File: src/rtl/core/rcfd_pkg.sv
`default_nettype none

package rcfd_pkg;

    localparam int unsigned PAYLOAD_BYTES = 22;
    localparam int unsigned NUM_CH        = 16;
    localparam int unsigned CH_W          = 11;
    localparam int unsigned PAYLOAD_W     = PAYLOAD_BYTES * 8;

    localparam logic [4:0] LENGTH_POS    = 5'd1;
    localparam logic [4:0] TYPE_POS      = 5'd2;
    localparam logic [4:0] FIRST_PAYLOAD = 5'd3;
    localparam logic [4:0] LAST_PAYLOAD  = 5'd24;
    localparam logic [4:0] CRC_POS       = 5'd25;
    localparam logic [4:0] IDLE_POS      = 5'd26;

    localparam logic [7:0] EXPECTED_LEN = 8'd24;
    localparam logic [7:0] CRC_POLY     = 8'hD5;
    localparam logic [3:0] LAST_CH      = 4'd15;

    typedef enum logic [1:0] {
        STATUS_OK,
        STATUS_BAD_LENGTH,
        STATUS_BAD_CRC
    } status_t;

    // Completed frame handed from the parser to the emitter
    typedef struct packed {
        logic                 valid;
        status_t              status;
        logic [PAYLOAD_W-1:0] payload;
    } frame_evt_t;

    // CRC-8, MSB first
    function automatic logic [7:0] crc8_update(input logic [7:0] crc, input logic [7:0] b);
        logic [7:0] c;
        c = crc ^ b;
        for (int k = 0; k < 8; k++)
        begin
            if (c[7])
            begin
                c = {c[6:0], 1'b0} ^ CRC_POLY;
            end
            else
            begin
                c = {c[6:0], 1'b0};
            end
        end
        return c;
    endfunction

endpackage

`default_nettype wire

File: src/rtl/core/rcfd_parser.sv
`default_nettype none

module rcfd_parser (
    input  wire logic                clk,
    input  wire logic                rst_n,
    input  wire logic                s_tvalid,
    output logic                     s_tready,
    input  wire logic [7:0]          rx_byte,
    input  wire logic                frame_start,
    input  wire logic                busy,
    output rcfd_pkg::frame_evt_t     evt
);
    import rcfd_pkg::*;

    logic [4:0] pos_reg, pos_next;
    logic [7:0] len_reg, len_next;
    logic [7:0] crc_reg, crc_next;
    logic [7:0] payload_reg [PAYLOAD_BYTES];
    logic       wr_en;
    logic [4:0] wr_idx;
    logic       accept;

    // Hold the CRC byte while the emitter still owns the previous frame
    assign s_tready = !(busy && (pos_reg == CRC_POS));
    assign accept   = s_tvalid && s_tready;
    assign wr_idx   = pos_reg - FIRST_PAYLOAD;

    always_comb
    begin
        pos_next   = pos_reg;
        len_next   = len_reg;
        crc_next   = crc_reg;
        wr_en      = 1'b0;
        evt.valid  = 1'b0;
        evt.status = STATUS_OK;
        for (int i = 0; i < PAYLOAD_BYTES; i++)
        begin
            evt.payload[i*8 +: 8] = payload_reg[i];
        end
        if (accept)
        begin
            if (frame_start)
            begin
                pos_next = LENGTH_POS;
                len_next = '0;
                crc_next = '0;
            end
            else if (pos_reg >= IDLE_POS)
            begin
                pos_next = IDLE_POS;
            end
            else if (pos_reg == CRC_POS)
            begin
                pos_next  = IDLE_POS;
                evt.valid = 1'b1;
                if (len_reg != EXPECTED_LEN)
                begin
                    evt.status = STATUS_BAD_LENGTH;
                end
                else if (crc_reg != rx_byte)
                begin
                    evt.status = STATUS_BAD_CRC;
                end
            end
            else
            begin
                pos_next = pos_reg + 5'd1;
                if (pos_reg == LENGTH_POS)
                begin
                    len_next = rx_byte;
                end
                else if (pos_reg == TYPE_POS)
                begin
                    crc_next = crc8_update(crc_reg, rx_byte);
                end
                else if (pos_reg >= FIRST_PAYLOAD && pos_reg <= LAST_PAYLOAD)
                begin
                    crc_next = crc8_update(crc_reg, rx_byte);
                    wr_en    = 1'b1;
                end
            end
        end
    end

    always_ff @(posedge clk or negedge rst_n)
    begin
        if (!rst_n)
        begin
            pos_reg <= IDLE_POS;
            len_reg <= '0;
            crc_reg <= '0;
        end
        else
        begin
            pos_reg <= pos_next;
            len_reg <= len_next;
            crc_reg <= crc_next;
        end
    end

    always_ff @(posedge clk)
    begin
        if (wr_en)
        begin
            payload_reg[wr_idx] <= rx_byte;
        end
    end

endmodule

`default_nettype wire

File: src/rtl/core/rcfd_emitter.sv
`default_nettype none

module rcfd_emitter (
    input  wire logic                 clk,
    input  wire logic                 rst_n,
    input  rcfd_pkg::frame_evt_t      evt,
    output logic                      busy,
    output logic                      m_tvalid,
    input  wire logic                 m_tready,
    output rcfd_pkg::status_t         status,
    output logic [3:0]                channel_index,
    output logic [rcfd_pkg::CH_W-1:0] channel_value,
    output logic                      last
);
    import rcfd_pkg::*;

    logic [PAYLOAD_W-1:0] snap_reg, snap_next;
    status_t              stat_reg, stat_next;
    logic [3:0]           ch_reg, ch_next;
    logic                 active_reg, active_next;

    logic                 out_valid_reg, out_valid_next;
    status_t              out_status_reg, out_status_next;
    logic [3:0]           out_index_reg, out_index_next;
    logic [CH_W-1:0]      out_value_reg, out_value_next;
    logic                 out_last_reg, out_last_next;

    logic [CH_W-1:0]      ch_arr [NUM_CH];
    logic                 adv;
    logic                 is_last;

    for (genvar g = 0; g < NUM_CH; g++)
    begin : g_unpack
        assign ch_arr[g] = snap_reg[g*CH_W +: CH_W];
    end

    assign busy    = active_reg;
    assign adv     = active_reg && (!out_valid_reg || m_tready);
    assign is_last = (stat_reg != STATUS_OK) || (ch_reg == LAST_CH);

    always_comb
    begin
        snap_next       = snap_reg;
        stat_next       = stat_reg;
        ch_next         = ch_reg;
        active_next     = active_reg;
        out_valid_next  = out_valid_reg && !m_tready;
        out_status_next = out_status_reg;
        out_index_next  = out_index_reg;
        out_value_next  = out_value_reg;
        out_last_next   = out_last_reg;
        if (adv)
        begin
            out_valid_next  = 1'b1;
            out_status_next = stat_reg;
            out_index_next  = (stat_reg == STATUS_OK) ? ch_reg : 4'd0;
            out_value_next  = (stat_reg == STATUS_OK) ? ch_arr[ch_reg] : '0;
            out_last_next   = is_last;
            ch_next         = ch_reg + 4'd1;
            active_next     = !is_last;
        end
        if (evt.valid)
        begin
            snap_next   = evt.payload;
            stat_next   = evt.status;
            ch_next     = '0;
            active_next = 1'b1;
        end
    end

    always_ff @(posedge clk or negedge rst_n)
    begin
        if (!rst_n)
        begin
            active_reg    <= 1'b0;
            out_valid_reg <= 1'b0;
            ch_reg        <= '0;
        end
        else
        begin
            active_reg    <= active_next;
            out_valid_reg <= out_valid_next;
            ch_reg        <= ch_next;
        end
    end

    always_ff @(posedge clk)
    begin
        snap_reg       <= snap_next;
        stat_reg       <= stat_next;
        out_status_reg <= out_status_next;
        out_index_reg  <= out_index_next;
        out_value_reg  <= out_value_next;
        out_last_reg   <= out_last_next;
    end

    assign m_tvalid      = out_valid_reg;
    assign status        = out_status_reg;
    assign channel_index = out_index_reg;
    assign channel_value = out_value_reg;
    assign last          = out_last_reg;

endmodule

`default_nettype wire

File: src/rtl/core/rc_channel_frame_decoder_top.sv
// The CRC byte transfer loads the frame snapshot; the first result then passes through the output register.
// Throughput: one byte per cycle; a good frame drains sixteen results, one per cycle
//   while m_tready is high, from a snapshot, so only the next frame's CRC byte waits.
// Reset: rst_n is asynchronous, active low; the parser goes idle until a frame start
//   and the result side empties. Payload bytes and the snapshot are not cleared.
`default_nettype none

module rc_channel_frame_decoder_top (
    input  wire logic        clk,
    input  wire logic        rst_n,
    input  wire logic        s_tvalid,
    output logic             s_tready,
    input  wire logic [7:0]  s_tdata,   // [7:0] rx_byte
    input  wire logic [0:0]  s_tuser,   // [0] frame_start
    output logic             m_tvalid,
    input  wire logic        m_tready,
    output logic [23:0]      m_tdata,   // [1:0] status, [5:2] channel_index,
                                        // [16:6] channel_value, [23:17] zero
    output logic             m_tlast    // last result of a frame
);
    import rcfd_pkg::*;

    frame_evt_t      evt;
    logic            busy;
    status_t         status;
    logic [3:0]      channel_index;
    logic [CH_W-1:0] channel_value;

    // Parser: byte position, length, running CRC and the payload bytes.
    // A CRC byte transfer closes the frame and raises a one-cycle event.
    rcfd_parser u_parser (
        .clk         (clk),
        .rst_n       (rst_n),
        .s_tvalid    (s_tvalid),
        .s_tready    (s_tready),
        .rx_byte     (s_tdata),
        .frame_start (s_tuser[0]),
        .busy        (busy),
        .evt         (evt)
    );

    // Emitter: snapshot the frame, then advance one channel per result transfer
    // through the output register; an error frame gives a single result.
    rcfd_emitter u_emitter (
        .clk           (clk),
        .rst_n         (rst_n),
        .evt           (evt),
        .busy          (busy),
        .m_tvalid      (m_tvalid),
        .m_tready      (m_tready),
        .status        (status),
        .channel_index (channel_index),
        .channel_value (channel_value),
        .last          (m_tlast)
    );

    assign m_tdata = {7'd0, channel_value, channel_index, status};

`ifndef NO_ASSERTIONS
    // A new frame never lands on a snapshot that is still draining
    a_no_overwrite: assert property (@(posedge clk) disable iff (!rst_n)
        evt.valid |-> !busy)
        else $error("frame event while emitter busy");

    // Error results always close the frame
    a_err_last: assert property (@(posedge clk) disable iff (!rst_n)
        (m_tvalid && (m_tdata[1:0] != STATUS_OK)) |-> m_tlast)
        else $error("error result without last");

    // A good frame ends on the final channel
    a_ok_last_ch: assert property (@(posedge clk) disable iff (!rst_n)
        (m_tvalid && m_tlast && (m_tdata[1:0] == STATUS_OK)) |-> (m_tdata[5:2] == LAST_CH))
        else $error("good frame closed before last channel");
`endif

endmodule

`default_nettype wire

File: config.mk
export PLATFORM = sky130hd
export DESIGN_NAME = rc_channel_frame_decoder_top
export DESIGN_NICKNAME = d
export VERILOG_FILES = /design/src/rtl/core/rcfd_pkg.sv /design/src/rtl/core/rcfd_parser.sv /design/src/rtl/core/rcfd_emitter.sv /design/src/rtl/core/rc_channel_frame_decoder_top.sv
export SDC_FILE = /design/constraint.sdc
export NUM_CORES = 1
export LEC_CHECK = 0
export ABC_AREA = 1
export BUFFER_PORTS_ARGS = -buffer_cell sky130_fd_sc_hd__buf_2
export CELL_PAD_IN_SITES_DETAIL_PLACEMENT = 1
export CELL_PAD_IN_SITES_GLOBAL_PLACEMENT = 1
export CORE_ASPECT_RATIO = 0.7
export CORE_MARGIN = 3
export CORE_UTILIZATION = 50
export CTS_BUF_LIST = sky130_fd_sc_hd__clkbuf_4 sky130_fd_sc_hd__clkbuf_8
export CTS_CLUSTER_DIAMETER = 30
export CTS_CLUSTER_SIZE = 40
export DETAILED_ROUTE_END_ITERATION = 6
export GPL_ROUTABILITY_DRIVEN = 0
export PLACE_DENSITY = 0.8
export SYNTH_ARGS = -nofsm -noshare
export SYNTH_HDL_FRONTEND = slang
export SYNTH_SLANG_ARGS = --single-unit
File: constraint.sdc
create_clock -name clk -period 12.14 [get_ports clk]
set_input_delay 3.035 -clock clk [delete_from_list [all_inputs] [get_ports clk]]
set_output_delay 3.035 -clock clk [all_outputs]
set_load 0.02 [all_outputs]
==> impl_results.md, run 1 <==
* Post-synth ARST share at 6.77%
* Least-Margin Pin Slew at roughly 1.2 ns
* Yosys warnings at 0
* Endpoints failing setup at 0
* RSZ-0062 raised after global routing: false
* Initial antenna violation count at 0
* HPWL Detailed at about 24000 um
* Hold path depth at 0
* Synth cell types at 35
* Synthesized area per cell at 14.9 um^2
* Die Height at between 100 and 150 um
* Sink Count at around 400
* CP max stage delay at approximately 0.59 ns
* Drt first pass iters at 5
* Slowest stage cell, crit path: dfstp_2
* Fraction of the yosys area taken by sequential cells at approximately four fifths
* Status: finished clean
* CTS tree: yes
* Root Driver: clkbuf_8
* Initial core utilization at between 50 and 60%
* GRT Total Usage at roughly 26%
* Setup crit start kind: flop
* Max clock buf depth at 3
* Clock buffer count from CTS at 56
* Pwr Density at about 180 mW/mm^2
* Clock transition at path regs at ~0.09 ns
* Min-delay worst type: flop to flop
* Worst EP required at 9.10 ns
* Fill cell count at between 2000 and 3000
* Critical Path End Type: output pin
* LEAKAGE at approximately 0.0056 uW
* Number of port buffers at 32
* Vias in the first global route at around 9100
* Final hold vios at 0
* DR vias at slightly below 9000
* Num rows at 51
* Max Fanout on Critical Path at 5
* # diodes at 0
* Pin count of the biggest net entering global routing at 184
* Area share of the largest cell type after synthesis at 75.6%
* Setup WS post-layout at about 7 ns
* First-pass GRT wire length at a little under 60000 um
* Crit Path Category: flop to output pin
* Sum of negative setup slack at 0 ns
* Yosys top cell by area: edfxtp_1
* Area grow syn2layout at 12.3%
* Final Util at approximately 58%
* EDFF count, synth at about 370
* Synthesized area at ~0.015 mm^2
* Sequential cell area at around 0.012 mm^2
* Top FF cell, synth: edfxtp_1
* Rel. slew slack at 21.6%
* IO Pins at 40
* # DRC at 0
* Die area at 0.0317 mm^2
* Final routed wire length divided by cell count at 27.0 um
* Post-synth top cells: 372 x edfxtp_1, 131 x nor2_1, 102 x o21ai_0
* Share of layout cells above drive strength 1 at 15.3%
* F_max at 196 MHz
* Minimum clock period after layout at 5.11 ns
* Ranking of synthesized cells by area: edfxtp_1 76%, dfrtp_1 4.1%, o21ai_0 3.5%, nor2_1 3.3%, nand2_1 2.2%
* Post-cts sizing count at 0
* Initial DRC count at about 1300
* Yosys reg bits at around 400
* Final net count at between 1000 and 1500
* Worst Skew at approximately 0.048 ns
* Cell count after synthesis at ~990
* Setup Fix Bufs, Post-CTS at 0
* Hold Buf Count CTS at 0
* Grt ovf at 0
* Crit path DAT at roughly 2.1 ns
* Worst path cell trace: inv_1 > ha_1 > nand3_2 > inv_2 > nand2_2 > buf_2
* Core area at about 0.028 mm^2
* Avg Vias per Cell at 5.94
* Detail Route Antenna Nets at 0
* Max Cap Violations at 0
* Cell with the most instances after synthesis: edfxtp_1
* Final period util at between 40% and 50%
* VDD IR max at roughly 0.11 mV
* Overall routed net length at 39500 um
* H-tree depth at 2
* Post-Place Worst Slack at about 6.7 ns
* Multi-input gate area in the final layout at around 0.0026 mm^2
* Die Width at around 210 um
* Max Slew Vio Count at 0
* R2R depth at 13
* Worst-skew pair later-pin latency at 0.63 ns
[through the flow]
| step | total power, uW | cells | instance area [um^2] | hold WS, ns |
|---|---|---|---|---|
| after global routing | 3160 | 1465 | 16600 | 0.396 |
| after global placement | 1850 | 1359 | 15300 | 0.400 |
| final | 3040 | 1465 | 16600 | 0.402 |
| after floorplan | 1770 | 994 | 14800 | 0.400 |
| after CTS | 3050 | 1465 | 16600 | 0.401 |
| after detailed placement | 1870 | 1359 | 15300 | 0.405 |
[cell families (layout without fill, tap and decap cells)]
logic type                 count (synthesis)  in the layout  synth area share [%]
adders and majority gates                  8              8                 0.678
and+or+nand+nor                          291            291                  8.31
xor gates and xnor gates                  12             12                 0.712
other                                      1              7                0.0254
AOI/OAI and AO/OA                        182            182                  7.40
buffers and inverters                     95            195                  2.63
DFF                                      399            399                  80.2
[area by class of cell]
type                            count  area share, %
Sequential cell                   399           71.5
Tap cell                          371           2.80
Timing Repair Buffer               39           1.36
Clock inverter                     46           2.86
Multi-Input combinational cell    500           15.5
Clock buffer                       60           4.91
Inverter                           50           1.13
[power by group]
part           switching (uW)  internal, uW  total (uW)
Sequential               17.7          1510        1530
Combinational             247          86.6         334
Clock                     601           580        1180
[path summary, 6_finish.rpt]
path	startpoint	end	slack, ns
setup / recovery	u_parser.pos_reg[1]$_DFFE_PN1P_	s_tready	7.03
hold / removal	u_parser.payload_reg[15][4]$_DFFE_PP_	u_emitter.snap_reg[124]$_DFFE_PP_	0.40
setup reg to reg	u_parser.pos_reg[1]$_DFFE_PN1P_	u_parser.payload_reg[15][1]$_DFFE_PP_	8.54
hold reg to reg	u_parser.payload_reg[15][4]$_DFFE_PP_	u_emitter.snap_reg[124]$_DFFE_PP_	0.40
max in group asynchronous	rst_n	u_emitter.ch_reg[0]$_DFFE_PN0P_	9.17
min in group asynchronous	rst_n	u_parser.pos_reg[0]$_DFFE_PN0P_	2.48
[layer usage]
metal	vias up	wire length, um	global-route usage, %
li1	3764	-	-
met1	4497	17200	37.5
met2	385	18400	40.1
met3	62	3260	5.28
met4	0	659	5.62
met5	-	0	0
[worst max-delay path: cells and delay by family (launching register included)]
| kind | cells | cell delay, ns |
|---|---|---|
| DFF | 1 | 0.59 |
| adders and majority gates | 1 | 0.26 |
| buffers and inverters | 3 | 0.36 |
| and+or+nand+nor | 2 | 0.28 |
[cell usage in the layout, fill, tap and decap left out, types with 15 or more instances in the layout]
| master | Yosys | layout |
|---|---|---|
| clkinvlp_4 | 0 | 15 |
| inv_1 | 43 | 43 |
| nand3_1 | 57 | 57 |
| nor2_1 | 131 | 129 |
| edfxtp_1 | 372 | 372 |
| buf_2 | 2 | 32 |
| a21oi_1 | 17 | 17 |
| dfrtp_1 | 24 | 23 |
| o21ai_0 | 102 | 102 |
| nand2_1 | 85 | 85 |
| clkbuf_8 | 0 | 58 |
| o221ai_1 | 33 | 33 |
(Power assumes the default switching activity.)
==> inputs of run 2 (changes only) <==
==> constraint.sdc (replaced) <==
create_clock -name clk -period 4.9 [get_ports clk]
set_input_delay 1.225 -clock clk [delete_from_list [all_inputs] [get_ports clk]]
set_output_delay 1.225 -clock clk [all_outputs]
set_load 0.02 [all_outputs]
==> run 2 against run 1 <==
Compared with the run above:
- die area unchanged
- clock skew increased by 0.016 ns
- register-to-register slack got worse by 7.0 ns
- non-clock buffer count increased by 9
- via count decreased by 0.93%
- flip-flop and latch count unchanged
- hold slack got worse by 0.018 ns
- first-iteration DRC count decreased by 36%
- critical path type is now flop to flop
- critical endpoint is now u_parser.payload_reg[3][7]$_DFFE_PP_
==> impl_results.md, run 2 (synthesis gave the netlist of run 1 again) <==
* Status: finished clean
* First-pass GRT wire length at 58300 um (-0.64%)
* RSZ-0062 raised after global routing: false
* Setup Fix Bufs, Post-CTS at 0 (unchanged)
* Crit Path Category: flop to flop
* Die Height at 150 um (unchanged)
* Root Driver: clkbuf_8
* # diodes at 0 (unchanged)
* Worst Skew at 0.0637 ns (+0.0160 ns)
* Initial antenna violation count at 0 (unchanged)
* # DRC at 0 (unchanged)
* Vias in the first global route at 9117 (-0.022%)
* Rel. slew slack at 35.1% (+14 points)
* Final period util at between 60 and 70%
* LEAKAGE at 0.00562 uW (+0.52%)
* IO Pins at 40 (unchanged)
* Die area at 0.0317 mm^2 (unchanged)
* CTS tree: yes
* Slowest stage cell, crit path: nor2_1
* HPWL Detailed at 24600 um (+4.2%)
* Sequential cell area at 0.0119 mm^2 (unchanged)
* Die Width at 211 um (unchanged)
* Least-Margin Pin Slew at 0.973 ns (-0.199 ns)
* H-tree depth at 2 (unchanged)
* Hold Buf Count CTS at 0 (unchanged)
* Pwr Density at 442 mW/mm^2 (+140%)
* Commonest non-fill, non-tap cell in the layout: edfxtp_1
* GRT Total Usage at 25.3% (-0.18 points)
* Worst EP required at 5.09 ns (-4.01 ns)
* Initial core utilization at 51.9% (unchanged)
* Max Cap Violations at 0 (unchanged)
* Final net count at 1073 (+0.56%)
* Max Slew Vio Count at 0 (unchanged)
* Endpoints failing setup at 0 (unchanged)
* Detail Route Antenna Nets at 0 (unchanged)
* Num rows at 51 (unchanged)
* F_max at between 200 and 300 MHz
* Critical Path Source: u_parser.pos_reg[1]$_DFFE_PN1P_
* Number of instances in the placed design at 1368 (+0.66%)
* Drt first pass iters at 5 (unchanged)
* Final Util at 58.1% (-0.18 points)
* Final hold vios at 0 (unchanged)
* Min-delay worst type: flop to flop
* Grt ovf at 0 (unchanged)
* DR vias at 8627 (-0.93%)
* Minimum clock period after layout at approximately 3.4 ns
* Worst r2r src: u_parser.pos_reg[1]$_DFFE_PN1P_
* Design area at 0.0165 mm^2 (-0.31%)
* Setup crit start kind: flop
* Clock buffer count from CTS at 53 (-5.4%)
* Highest-count cells in the layout ignoring fill and taps: 372 x edfxtp_1, 129 x nor2_1, 102 x o21ai_0, 85 x nand2_1, 57 x nand3_1
* Worst-skew pair later-pin latency at 0.63 ns (about the same)
* Overall routed net length at 39500 um (-0.17%)
* VDD IR max at 0.238 mV (+120%)
* Sum of negative setup slack at 0 ns (unchanged)
* Core area at 0.0285 mm^2 (unchanged)
* Final routed wire length divided by cell count at 26.9 um (-0.23%)
* R2R setup slack at 1.52 ns (-7.02 ns)
* Max clock buf depth at 3 (unchanged)
* Final Non-Filler Cells at 1466 (+0.068%)
* Share of layout cells above drive strength 1 at 14.8% (-0.47 points)
* Avg Vias per Cell at 5.88 (-1.0%)
* Fill cell count at 2689 (-0.52%)
* Critical Path End Type: flop
* DP Area at 0.0154 mm^2 (+0.52%)
* Multi-input gate area in the final layout at 0.00256 mm^2 (unchanged)
* Number of port buffers at 32 (unchanged)
* Sink Count at 399 (unchanged)
* Clock transition at path regs at 0.07 ns (-0.02 ns)
* Max Fanout on Critical Path at 8 (+3)
* Worst path cell trace: inv_1 > ha_1 > nand3_2 > inv_2 > nand2_2 > nand2_2 > nor2_2 > inv_2 > nor2_1 > inv_2 > nor3b_4 > nand2_2 > nor2_1
* CP max stage delay at 0.74 ns (+0.15 ns)
* Initial DRC count at 847 (-36%)
* Area grow syn2layout at 11.9%
* Crit path DAT at 3.57 ns (+1.50 ns)
* Hold Crit Start: u_parser.payload_reg[11][4]$_DFFE_PP_
* Pwr Total at 7310 uW (+140%)
* Post-cts sizing count at 0 (unchanged)
* Pin count of the biggest net entering global routing at 91 (-51%)
==> run 2: cell types whose count changed in the layout (fill, tap and decap cells not counted), sizes merged <==
cell / before / now
clkinv: 9 / 20
clkinvlp: 15 / 4
clkbuf: 60 / 62
buf: 39 / 48
inv: 68 / 58
==> run 2: path summary, 6_finish.rpt <==
path,endpoint,depth (start not counted)
worst max-delay path,u_parser.payload_reg[3][7]$_DFFE_PP_,13
worst min-delay path,u_emitter.snap_reg[92]$_DFFE_PP_,0
worst max register to register,u_parser.payload_reg[3][7]$_DFFE_PP_,13
worst min register to register,u_emitter.snap_reg[92]$_DFFE_PP_,0
max in group asynchronous,u_emitter.ch_reg[0]$_DFFE_PN0P_,1
min in group asynchronous,u_parser.crc_reg[0]$_DFFE_PN0P_,1
==> run 2: critical path: cells and delay by family, from the launching register on <==
family | cells | cell delay, ns
and+or+nand+nor | 8 | 1.82
buffers and inverters | 4 | 0.32
adders and majority gates | 1 | 0.24
DFF | 1 | 0.58
==> run 2: layout make-up <==
type                    count  share of cell area (%)
clock inverters            36                    2.10
repair buffers             48                    1.85
inverters                  50                    1.14
well taps                 371                    2.81
flip-flops and latches    399                    71.7
clock buffers              62                    4.90
multi-input cells         500                    15.5
==> run 2: layer usage <==
metal	global-route usage, %	share of wire, %	up-vias
met3	5.24	7.8	69
met2	40.0	47	367
met4	6.02	1.9	0
met1	36.9	44	4429
met5	0	0	-
li1	-	-	3762
==> run 2: report_power, final <==
group / internal, uW / switching [uW] / leakage [uW]
clock: 1370 / 1320 / 0.000592
sequential: 3740 / 37.8 / 0.00369
combinational: 217 / 622 / 0.00134
==> run 2: stage by stage <==
stage / setup WS (ns) / hold slack [ns]
4_1_cts: 1.53 / 0.393
3_5_place_dp: 1.41 / 0.406
2_1_floorplan: 0.0819 / 0.400
6_report: 1.52 / 0.385
3_3_place_gp: 1.57 / 0.400
5_1_grt: 1.29 / 0.408
